[src/rtl/core/picr_pkg.sv]
// Shared types, register indexes and saturation helper for the PI current regulator.
package picr_pkg;

  localparam int unsigned CfgIdxW = 3;

  typedef enum logic [CfgIdxW-1:0] {
    REG_PROP_GAIN   = 3'd0,
    REG_INTEG_GAIN  = 3'd1,
    REG_WINDUP_GAIN = 3'd2,
    REG_OUT_UPPER   = 3'd3,
    REG_OUT_LOWER   = 3'd4,
    REG_INTEG_ON    = 3'd5
  } reg_idx_t;

  typedef struct packed {
    logic        [30:0] prop_gain;
    logic        [30:0] integ_gain;
    logic signed [31:0] windup_gain;
    logic signed [31:0] out_upper;
    logic signed [31:0] out_lower;
    logic               integ_on;
  } cfg_t;

  typedef struct packed {
    logic load;
    logic mul_prop;
    logic take_prop;
    logic take_windup;
    logic update_integ;
    logic finish;
  } cmd_t;

  typedef struct packed {
    logic out_free;
  } stat_t;

  function automatic logic signed [31:0] sat32(input logic signed [41:0] x);
    logic signed [41:0] hi;
    logic signed [41:0] lo;
    hi = 42'sh0_7FFF_FFFF;
    lo = -42'sh0_8000_0000;
    if (x > hi) begin
      return 32'sh7FFF_FFFF;
    end else if (x < lo) begin
      return -32'sh8000_0000;
    end
    return x[31:0];
  endfunction

endpackage

[src/rtl/core/picr_if.sv]
// Handshake channel interfaces for regulator samples and results.
interface picr_sample_if;
  logic               valid;
  logic               ready;
  logic               mode;
  logic signed [31:0] reference;
  logic signed [31:0] feedback;

  modport source (output valid, output mode, output reference, output feedback, input ready);
  modport sink (input valid, input mode, input reference, input feedback, output ready);
endinterface

interface picr_result_if;
  logic               valid;
  logic               ready;
  logic signed [31:0] drive;
  logic               clamped;

  modport source (output valid, output drive, output clamped, input ready);
  modport sink (input valid, input drive, input clamped, output ready);
endinterface

[src/rtl/core/picr_ctrl.sv]
// Sequencer for one regulator step: multiply, accumulate, limit, deliver; a reset item skips to deliver.
module picr_ctrl import picr_pkg::*; (
  input  logic  clk,
  input  logic  rst,
  input  logic  in_valid,
  input  logic  in_mode,
  output logic  in_ready,
  input  stat_t stat,
  output cmd_t  cmd
);

  typedef enum logic [5:0] {
    ST_IDLE  = 6'b000001,
    ST_MPROP = 6'b000010,
    ST_SATP  = 6'b000100,
    ST_MINT  = 6'b001000,
    ST_ACC   = 6'b010000,
    ST_FIN   = 6'b100000
  } state_t;

  state_t state;
  state_t state_next;
  logic   accept;

  assign in_ready = (state == ST_IDLE);
  assign accept   = in_valid && in_ready;

  always_comb begin
    state_next = state;
    unique case (state)
      ST_IDLE: begin
        if (accept) begin
          state_next = in_mode ? ST_FIN : ST_MPROP;
        end
      end
      ST_MPROP: state_next = ST_SATP;
      ST_SATP:  state_next = ST_MINT;
      ST_MINT:  state_next = ST_ACC;
      ST_ACC:   state_next = ST_FIN;
      ST_FIN: begin
        if (stat.out_free) begin
          state_next = ST_IDLE;
        end
      end
      default: state_next = ST_IDLE;
    endcase
  end

  always_ff @(posedge clk) begin
    if (rst) begin
      state <= ST_IDLE;
    end else begin
      state <= state_next;
    end
  end

  always_comb begin
    cmd              = '0;
    cmd.load         = accept;
    cmd.mul_prop     = (state == ST_MPROP);
    cmd.take_prop    = (state == ST_SATP);
    cmd.take_windup  = (state == ST_MINT);
    cmd.update_integ = (state == ST_ACC);
    cmd.finish       = (state == ST_FIN) && stat.out_free;
  end

endmodule

[src/rtl/core/picr_datapath.sv]
// Regulator datapath: shared multiplier, integrator, output limiter and result register.
module picr_datapath import picr_pkg::*; (
  input  logic               clk,
  input  logic               rst,
  input  cfg_t               cfg,
  input  cmd_t               cmd,
  output stat_t              stat,
  input  logic               in_mode,
  input  logic signed [31:0] in_reference,
  input  logic signed [31:0] in_feedback,
  input  logic               out_ready,
  output logic               out_valid,
  output logic signed [31:0] out_drive,
  output logic               out_clamped
);

  logic               mode_r;
  logic signed [32:0] err;
  logic signed [63:0] prod;
  logic signed [31:0] prop;
  logic signed [39:0] wterm;
  logic signed [31:0] integ_acc;
  logic signed [31:0] prev_prop;
  logic signed [31:0] sat_diff;
  logic               clamp_pass;

  logic signed [32:0] mul_a;
  logic signed [32:0] mul_b;
  logic signed [65:0] mul_full;
  logic signed [39:0] prod_q;
  logic signed [41:0] integ_sum;
  logic signed [31:0] integ_new;
  logic signed [32:0] presat;
  logic signed [32:0] upper_x;
  logic signed [32:0] lower_x;
  logic signed [32:0] drive_x;
  logic               pass;
  logic signed [33:0] diff;

  assign stat.out_free = !out_valid || out_ready;

  always_comb begin
    priority if (cmd.take_prop) begin
      mul_a = 33'(cfg.windup_gain);
      mul_b = 33'(sat_diff);
    end else if (cmd.take_windup) begin
      mul_a = $signed({2'b00, cfg.integ_gain});
      mul_b = 33'(prop) + 33'(prev_prop);
    end else begin
      mul_a = $signed({2'b00, cfg.prop_gain});
      mul_b = err;
    end
  end

  assign mul_full = mul_a * mul_b;
  assign prod_q   = 40'(prod >>> 24);

  always_comb begin
    if (cfg.windup_gain < 0) begin
      integ_sum = 42'(integ_acc) + 42'(prod_q);
      integ_new = clamp_pass ? sat32(integ_sum) : '0;
    end else begin
      integ_sum = 42'(integ_acc) + 42'(prod_q) + 42'(wterm);
      integ_new = sat32(integ_sum);
    end
  end

  always_comb begin
    presat  = 33'(prop) + 33'(integ_acc);
    upper_x = 33'(cfg.out_upper);
    lower_x = 33'(cfg.out_lower);
    priority if (presat > upper_x) begin
      drive_x = upper_x;
      pass    = 1'b0;
    end else if (presat < lower_x) begin
      drive_x = lower_x;
      pass    = 1'b0;
    end else begin
      drive_x = presat;
      pass    = 1'b1;
    end
    diff = 34'(drive_x) - 34'(presat);
  end

  always_ff @(posedge clk) begin
    if (cmd.load) begin
      mode_r <= in_mode;
      err    <= 33'(in_reference) - 33'(in_feedback);
    end
    if (cmd.mul_prop || cmd.take_prop || cmd.take_windup) begin
      prod <= $signed(mul_full[63:0]);
    end
    if (cmd.take_prop) begin
      prop <= sat32(42'(prod_q));
    end
    if (cmd.take_windup) begin
      wterm <= prod_q;
    end
    if (cmd.finish) begin
      out_drive   <= mode_r ? '0 : drive_x[31:0];
      out_clamped <= mode_r ? 1'b0 : !pass;
    end
  end

  always_ff @(posedge clk) begin
    if (rst) begin
      integ_acc  <= '0;
      prev_prop  <= '0;
      sat_diff   <= '0;
      clamp_pass <= 1'b1;
      out_valid  <= 1'b0;
    end else begin
      if (cmd.update_integ) begin
        integ_acc <= cfg.integ_on ? integ_new : '0;
      end
      if (cmd.finish) begin
        out_valid <= 1'b1;
        if (mode_r) begin
          integ_acc  <= '0;
          prev_prop  <= '0;
          sat_diff   <= '0;
          clamp_pass <= 1'b1;
        end else begin
          prev_prop  <= prop;
          sat_diff   <= sat32(42'(diff));
          clamp_pass <= pass;
        end
      end else if (out_ready) begin
        out_valid <= 1'b0;
      end
    end
  end

endmodule

[src/rtl/core/pi_current_regulator_antiwindup.sv]
// Top level of the PI current regulator with anti-windup.
// A control step (mode 0) goes from acceptance to a result in the output register as
// follows: one shared 33x33 multiplier forms the proportional, back-calculation and
// integral products in turn, followed by an accumulate step and a limit step. A reset
// item (mode 1) goes straight to the result write. One item is in work at a time; a new
// sample is accepted the cycle after the previous result is written, while that result
// may still wait on the result channel. The last cycle of an item holds until the result
// register is free. Configuration writes take effect on the next clock edge.
module pi_current_regulator_antiwindup import picr_pkg::*; (
  input  logic               clk,
  input  logic               rst,
  picr_sample_if.sink        sample,
  picr_result_if.source      result,
  input  logic               cfg_we,
  input  logic [CfgIdxW-1:0] cfg_index,
  input  logic [31:0]        cfg_data
);

  cfg_t  cfg;
  cmd_t  cmd;
  stat_t stat;

  always_ff @(posedge clk) begin
    if (rst) begin
      cfg <= '0;
    end else if (cfg_we) begin
      unique case (reg_idx_t'(cfg_index))
        REG_PROP_GAIN:   cfg.prop_gain   <= cfg_data[30:0];
        REG_INTEG_GAIN:  cfg.integ_gain  <= cfg_data[30:0];
        REG_WINDUP_GAIN: cfg.windup_gain <= $signed(cfg_data);
        REG_OUT_UPPER:   cfg.out_upper   <= $signed(cfg_data);
        REG_OUT_LOWER:   cfg.out_lower   <= $signed(cfg_data);
        REG_INTEG_ON:    cfg.integ_on    <= cfg_data[0];
        default: ;
      endcase
    end
  end

  picr_ctrl u_ctrl (
    .clk      (clk),
    .rst      (rst),
    .in_valid (sample.valid),
    .in_mode  (sample.mode),
    .in_ready (sample.ready),
    .stat     (stat),
    .cmd      (cmd)
  );

  picr_datapath u_datapath (
    .clk          (clk),
    .rst          (rst),
    .cfg          (cfg),
    .cmd          (cmd),
    .stat         (stat),
    .in_mode      (sample.mode),
    .in_reference (sample.reference),
    .in_feedback  (sample.feedback),
    .out_ready    (result.ready),
    .out_valid    (result.valid),
    .out_drive    (result.drive),
    .out_clamped  (result.clamped)
  );

  a_one_in_work: assert property (@(posedge clk) disable iff (rst)
    sample.valid && sample.ready |=> !sample.ready)
    else $error("sample accepted while a step is in work");

  a_clamp_at_limit: assert property (@(posedge clk) disable iff (rst)
    result.valid && result.clamped |->
      (result.drive == cfg.out_upper) || (result.drive == cfg.out_lower))
    else $error("clamped result not at a limit");

  a_pass_in_range: assert property (@(posedge clk) disable iff (rst)
    result.valid && !result.clamped |->
      ((result.drive <= cfg.out_upper) && (result.drive >= cfg.out_lower)) ||
      (result.drive == 32'sd0))
    else $error("unclamped result outside limits");

endmodule
[src/flat_wrapper.sv]
// flat-port wrapper written by rule: the top's interface ports become plain ports
module pi_current_regulator_antiwindup_flat import picr_pkg::*;
  (clk, rst, cfg_we, cfg_index, cfg_data, sample_valid, sample_mode, sample_reference, sample_feedback, sample_ready, result_valid, result_drive, result_clamped, result_ready);
  picr_sample_if sample_i ();
  picr_result_if result_i ();
  input  logic clk;
  input  logic rst;
  input  logic cfg_we;
  input  logic [CfgIdxW-1:0] cfg_index;
  input  logic [31:0] cfg_data;
  input wire logic [$bits(sample_i.valid)-1:0] sample_valid;
  input wire logic [$bits(sample_i.mode)-1:0] sample_mode;
  input wire logic [$bits(sample_i.reference)-1:0] sample_reference;
  input wire logic [$bits(sample_i.feedback)-1:0] sample_feedback;
  output wire logic [$bits(sample_i.ready)-1:0] sample_ready;
  output wire logic [$bits(result_i.valid)-1:0] result_valid;
  output wire logic [$bits(result_i.drive)-1:0] result_drive;
  output wire logic [$bits(result_i.clamped)-1:0] result_clamped;
  input wire logic [$bits(result_i.ready)-1:0] result_ready;
  assign sample_i.valid = sample_valid;
  assign sample_i.mode = sample_mode;
  assign sample_i.reference = sample_reference;
  assign sample_i.feedback = sample_feedback;
  assign sample_ready = sample_i.ready;
  assign result_valid = result_i.valid;
  assign result_drive = result_i.drive;
  assign result_clamped = result_i.clamped;
  assign result_i.ready = result_ready;
  pi_current_regulator_antiwindup u_core (.clk(clk), .rst(rst), .sample(sample_i), .result(result_i), .cfg_we(cfg_we), .cfg_index(cfg_index), .cfg_data(cfg_data));
endmodule
[config.mk]
export PLATFORM = sky130hd
export DESIGN_NAME = pi_current_regulator_antiwindup_flat
export DESIGN_NICKNAME = d
export VERILOG_FILES = /design/src/rtl/core/picr_pkg.sv /design/src/rtl/core/picr_if.sv /design/src/rtl/core/picr_ctrl.sv /design/src/rtl/core/picr_datapath.sv /design/src/rtl/core/pi_current_regulator_antiwindup.sv /design/src/flat_wrapper.sv
export SDC_FILE = /design/constraint.sdc
export NUM_CORES = 2
export LEC_CHECK = 0
export BUFFER_PORTS_ARGS = -buffer_cell sky130_fd_sc_hd__buf_2
export CORE_UTILIZATION = 55
export DETAILED_ROUTE_END_ITERATION = 10
export HOLD_SLACK_MARGIN = 0.12
export PLACE_DENSITY = 0.71
export SLEW_MARGIN = 0
export SYNTH_ARGS = -nofsm -noshare
export SYNTH_HDL_FRONTEND = slang
export SYNTH_SLANG_ARGS = --single-unit
export TNS_END_PERCENT = 5
[constraint.sdc]
create_clock -name clk -period 14.7 [get_ports clk]
set_clock_uncertainty 0.15 [all_clocks]
set_input_delay 0.735 -clock clk [delete_from_list [all_inputs] [get_ports clk]]
set_output_delay 0.735 -clock clk [all_outputs]
set_load 0.03 [all_outputs]
After elaboration in Yosys (flattened, before gate mapping)

Cells that the tools add are included.

Flip-flop bits (word level): 466
Input bits: 105
Output and inout port bits: 35

$add $sub $neg: 6
Multipliers: 1
$lt $le $gt $ge: 11
Eq/ne operators: 13
Muxes and demuxes: 49
Reductions and logical operators: 16

Operators with widths:

| cell                                                                    | number |
|---|---|
| 32-bit 2-to-1 mux                                                       | 20 |
| 33-bit 2-to-1 mux                                                       | 5 |
| 32-bit by 32-bit adder with 33-bit output                               | 2 |
| 33-bit by 33-bit multiplier with 64-bit output                          | 1 |
| 41-bit by 40-bit adder with 42-bit output                               | 1 |
| 42-bit by 32-bit > comparator with 1-bit output (second input constant) | 1 |
| 42-bit by 32-bit < comparator with 1-bit output (second input constant) | 1 |
| 32-bit by 40-bit adder with 41-bit output                               | 1 |
| 41-bit by 32-bit > comparator with 1-bit output (second input constant) | 1 |
| 41-bit by 32-bit < comparator with 1-bit output (second input constant) | 1 |
| 40-bit by 32-bit > comparator with 1-bit output (second input constant) | 1 |
| 40-bit by 32-bit < comparator with 1-bit output (second input constant) | 1 |
| 6-bit case mux with 6 select lines                                      | 1 |
| 34-bit by 32-bit > comparator with 1-bit output (second input constant) | 1 |
| 34-bit by 32-bit < comparator with 1-bit output (second input constant) | 1 |
| 33-bit by 33-bit subtractor with 34-bit output                          | 1 |
| 33-bit by 32-bit > comparator with 1-bit output                         | 1 |
| 33-bit by 32-bit < comparator with 1-bit output                         | 1 |
| 32-bit by 32-bit subtractor with 33-bit output                          | 1 |
| 32-bit by 1-bit < comparator with 1-bit output (second input constant)  | 1 |
| 31-bit 2-to-1 mux                                                       | 1 |
| 1-bit 2-to-1 mux                                                        | 19 |
| 6-bit 2-to-1 mux                                                        | 3 |
| 2-bit AND reduction                                                     | 7 |
| 16 further kinds                                                        | 22 |

Logic depth before layout (Yosys ltp)

Depth in word-level cells: 13
Mapped depth: 46
Mapped depth without buffers: 43

Modules after synthesis

From an unflattened synthesis, not the netlist that was laid out.

Cell total of the unflattened synthesis: 7434
Area total of the unflattened synthesis: 66915.4 um^2

Modules (own cells, without submodules):

| module                          | instances | cells an instance | area each (um^2) |
|---|---|---|---|
| picr_datapath                   | 1         | 6833              | 60271.6 |
| pi_current_regulator_antiwindup | 1         | 559               | 6263.5 |
| picr_ctrl                       | 1         | 42                | 380.4 |

Worst setup path after synthesis

OpenSTA, ideal clock, no wires.

Kind: register -> register
Start point: reg u_core.u_datapath.prop[0]
End point: reg u_core.u_datapath.prod[63], data pin
Library setup time: 0.260 ns
Arrival time: 9.969 ns
Required time: 14.290 ns
Slack: 4.321 ns
Cell stages (with the launch flop): 41
Period minus slack after synthesis: 10.379 ns
Path through: edfxtp_1 -> ha_1 -> inv_1 -> fa_1 -> nand2b_1 -> a21oi_1 -> o41a_1 -> a21oi_1 -> a211oi_1 -> o41ai_1 -> o21ai_0 -> a21oi_1 -> o21bai_1 -> a21oi_1 -> mux2i_1 -> nor2_2 -> clkbuf_1 -> nand2_1 -> [... 5 more ...] -> fa_1 -> inv_1 -> fa_1 -> inv_1 -> fa_1 -> fa_1 -> ha_1 -> a21o_1 -> a21oi_1 -> nor2b_1 -> nor4_1 -> a211oi_2 -> o21a_2 -> a31o_2 -> a41oi_1 -> a21oi_1 -> xnor2_1 -> xnor2_1

Cells in the longest elaborated chain, start to end: 4

Ends and longest elaborated chain:

| item                                           | line                | source |
|---|---|---|
| start, declared                                | picr_datapath.sv:20 | `logic signed [31:0] prop;` |
| start signal, assigned                         | picr_datapath.sv:94 | `prop <= sat32(42'(prod_q));` |
| 32-bit by 32-bit adder with 33-bit output      | picr_datapath.sv:48 | `mul_b = 33'(prop) + 33'(prev_prop);` |
| 33-bit 2-to-1 mux                              | picr_datapath.sv:46 | `end else if (cmd.take_windup) begin` |
| 33-bit 2-to-1 mux                              | picr_datapath.sv:43 | `priority if (cmd.take_prop) begin` |
| 33-bit by 33-bit multiplier with 64-bit output | picr_datapath.sv:55 | `assign mul_full = mul_a * mul_b;` |
| via u_core.u_datapath.mul_full[63]             | picr_datapath.sv:29 | `logic signed [65:0] mul_full;` |
| end signal, assigned                           | picr_datapath.sv:91 | `prod <= $signed(mul_full[63:0]);` |
| end, declared                                  | picr_datapath.sv:19 | `logic signed [63:0] prod;` |

The timed path passes the listed nets, and every way through them passes these cells.
A chain may end at the register's enable or synchronous reset.

Final worst setup path

Same ends and word-level chain as after synthesis.

==> impl_metrics.tcl <==
set metrics [dict create \
    startpoint_type "flip-flop" \
    antenna_found_initial 6 \
    synth_edf_count 179 \
    p_per_area_nw_per_um2 64.1 \
    stdcell_area_um2 69400 \
    viasPerCell 5.91 \
    die_h_um 346 \
    clock-sinks 442 \
    cts-resized-gates 0 \
    drv_cap 0 \
    vias 53100 \
    ys_types 97 \
    post-dp-hpwl_um 173000 \
    worstPathRequired_ns 14.91 \
    htreeDepth 2 \
    io_buffer_count 139 \
    crit_arrival_ns 12.21 \
    grt_pass1_vias 53100 \
    slowest_delay_ns 0.73 \
    setup_violations 0 \
    rsz0062_at_grt "no" \
    postCtsHoldBufs 0 \
    synth_area_um2 65100 \
    grt_usage 0.372 \
    ios 140 \
    synth_nets 9146 \
    fmax_mhz 83.3 \
    ys_warn_count 0 \
    critPathKind "flip-flop to flip-flop" \
    p_leak_nw 33.5 \
    synth_seq_cells 442 \
    ff2ff_setup_slack_ns 2.70 \
    period_share 0.817 \
    core_area_um2 117000 \
    status "completed" \
    route.detailed.drc 0 \
    insertion_delay_ns 0.63 \
    die_w_um 346 \
    drt-pass1-iter-count 6 \
    final_util 0.594 \
    worstHoldPathType "input pin to flip-flop" \
    r2r-end "u_core.u_datapath.prod[63]$_DFFE_PP_" \
    drt_wl_total_um 221000 \
    drv_slew 0 \
    min_period_ns 12.00 \
    post_cts.repair.setup_buffers 0 \
    root_buffer "clkbuf_16" \
    area_growth_syn_to_layout_pct 6.55 \
    max-slew-margin-rel 0.168 \
    final_nets 9111 \
    cts_max_path_buffers 3 \
    ir_drop_v 0.0000718 \
    synth-async-reset-ratio 0 \
    crit_path_max_fanout 15 \
    cts_buffers 51 \
    synth.avg_cell_area_um2 8.74 \
    grt_max_degree 78 \
    rows 125 \
    ys_seq_area_frac 0.163 \
    grt_pass1_wl_um 332000 \
    worstRegToRegCells 42 \
    worstHoldEndpoint "u_core.u_ctrl.state[1]$_SDFFE_PP0P_" \
    place.gp.congestion 1.00 \
    postRouteAntennaNets 0 \
    die-area_um2 120000 \
    n_fill_cell 10400 \
    cp_slowest_cell "nor2_2" \
    path_clk_slew_ns 0.07 \
    cts_tree "done" \
    hold_viol_final 0 \
    synthCells 7449 \
    end_kind "flip-flop" \
    crit_path_frequent_cell "fa_1" \
    hold_depth 2 \
    wl_per_cell_um 24.6 \
    worstHoldStart "sample_mode" \
    drt_iter0_markers 5142 \
    worst_pin_slew_ns 1.24 \
    initial_utilization 0.558 \
    place_area_um2 67600 \
    gr-total-overflow 0 \
    synthFlopType "dfxtp_1" \
    setup_tns_ns 0 \
    r2r-start "u_core.u_datapath.prop[0]$_DFFE_PP_" \
    drive_gt1_frac 0.0609 \
]
==> stage by stage <==
stage | worst slack (ns) | cells | hold WS (ns) | total power, mW
after floorplan | 4.32 | 7449 | 0.276 | 2.47
after global placement | 3.20 | 8885 | 0.291 | 3.03
after detailed placement | 2.93 | 8885 | 0.296 | 3.05
after CTS | 2.92 | 8980 | 0.159 | 4.42
after global routing | 2.22 | 8981 | 0.180 | 4.65
final | 2.70 | 8984 | 0.178 | 4.45
==> report_power, final <==
| part | switching, mW | internal, mW | total [mW] | leakage (nW) |
|---|---|---|---|---|
| clock network | 0.567 | 0.807 | 1.37 | 0.863 |
| logic | 1.11 | 0.591 | 1.70 | 28.9 |
| registers | 0.0343 | 1.34 | 1.38 | 3.77 |
| total | 1.71 | 2.74 | 4.45 | 33.5 |
==> metal layers <==
| metal | wire length (µm) | up-vias | GRT usage | share of wire |
|---|---|---|---|---|
| li1 | - | 23500 | - | - |
| met1 | 87100 | 26400 | 0.499 | 0.39 |
| met2 | 97300 | 2622 | 0.570 | 0.44 |
| met3 | 24100 | 489 | 0.0862 | 0.11 |
| met4 | 12600 | 2 | 0.180 | 0.057 |
| met5 | 9 | - | 0 | 0.000041 |
==> state kept, by name, summed over array words and instances (netlist names) <==
name	flops
u_core.u_datapath.err	33
u_core.u_datapath.prod	40
u_core.u_datapath.sat_diff	32
u_core.u_datapath.wterm	40
u_core.u_datapath.out_valid	1
u_core.u_ctrl.state	6
u_core.cfg	159
u_core.u_datapath.integ_acc	32
u_core.u_datapath.clamp_pass	1
u_core.u_datapath.prev_prop	32
u_core.u_datapath.out_drive	32
u_core.u_datapath.prop	32
u_core.u_datapath.out_clamped	1
u_core.u_datapath.mode_r	1
==> logic make-up (layout without fill, tap and decap cells) <==
kind of cell / count (synthesis) / count (layout) / synth area share
AOI/OAI and AO/OA: 1265 / 1265 / 0.121
xor gates and xnor gates: 215 / 215 / 0.0290
adders and majority gates: 1592 / 1592 / 0.434
buffers and inverters: 1606 / 1613 / 0.0930
DFF: 442 / 442 / 0.163
muxes: 71 / 71 / 0.0110
other: 0 / 4 / 0
and+or+nand+nor: 2258 / 2258 / 0.149
==> placed cells by master (no fill, tap or decap), drive strengths merged, types with 33 or more instances in the layout <==
master and n:
inv 1278, nand2 1238, fa 1110, a21oi 580, nor2 543, ha 482, dfxtp 263, buf 243
a21o 211, edfxtp 179, o21ai 152, xnor2 143, xor2 72, mux2i 68, clkbuf 67, nor2b 65
nor3 62, nand2b 58, o21a 55, and2 50, and3 44, nand3 42, o31ai 40, nor3b 36
nand4 33, a211oi 33
==> critical path: cells and delay by family (launching register included) <==
kind,cells,cell delay [ns]
DFF,1,0.41
adders and majority gates,11,4.68
AOI/OAI and AO/OA,15,3.53
muxes,1,0.17
xor gates and xnor gates,2,0.30
and+or+nand+nor,7,1.61
buffers and inverters,6,0.85
==> final cells by class <==
cell class / instances / area (µm²) / share of cell area
multi-input combinational: 5401 / 48800 / 0.703
sequential: 442 / 10600 / 0.153
inverter: 1275 / 4790 / 0.0690
tap: 1524 / 1910 / 0.0275
timing repair buffer: 243 / 1480 / 0.0214
clock buffer: 67 / 1460 / 0.0210
clock inverter: 28 / 322 / 0.00463
antenna: 4 / 10.0 / 0.000144
==> cells in the mapped netlist, drive strengths merged, types with 44 or more instances <==
| library cell | n | area (µm²) |
|---|---|---|
| a21o | 211 | 1580 |
| a21oi | 580 | 2900 |
| and2 | 50 | 313 |
| and3 | 44 | 280 |
| clkbuf | 310 | 1160 |
| dfxtp | 263 | 5270 |
| edfxtp | 179 | 5380 |
| fa | 1110 | 22200 |
| ha | 482 | 6030 |
| inv | 1275 | 4790 |
| mux2i | 68 | 681 |
| nand2 | 1238 | 4650 |
| nand2b | 58 | 363 |
| nor2 | 543 | 2040 |
| nor2b | 65 | 407 |
| nor3 | 62 | 310 |
| o21a | 55 | 414 |
| o21ai | 152 | 764 |
| xnor2 | 143 | 1260 |
| xor2 | 72 | 631 |
==> how the worst max path moves through the flow <==
stage	endpoint	start	cells after the start
CTS	u_core.u_datapath.prod[63]$_DFFE_PP_	u_core.u_datapath.prop[0]$_DFFE_PP_	42
floorplan	u_core.u_datapath.prod[63]$_DFFE_PP_	u_core.u_datapath.prop[0]$_DFFE_PP_	40
finish	u_core.u_datapath.prod[63]$_DFFE_PP_	u_core.u_datapath.prop[0]$_DFFE_PP_	42
global placement	u_core.u_datapath.prod[63]$_DFFE_PP_	u_core.u_datapath.prop[1]$_DFFE_PP_	38
global route	u_core.u_datapath.prod[63]$_DFFE_PP_	u_core.u_datapath.prop[0]$_DFFE_PP_	42
detailed placement	u_core.u_datapath.prod[63]$_DFFE_PP_	u_core.u_datapath.prop[0]$_DFFE_PP_	42
(Power assumes the default switching activity.)
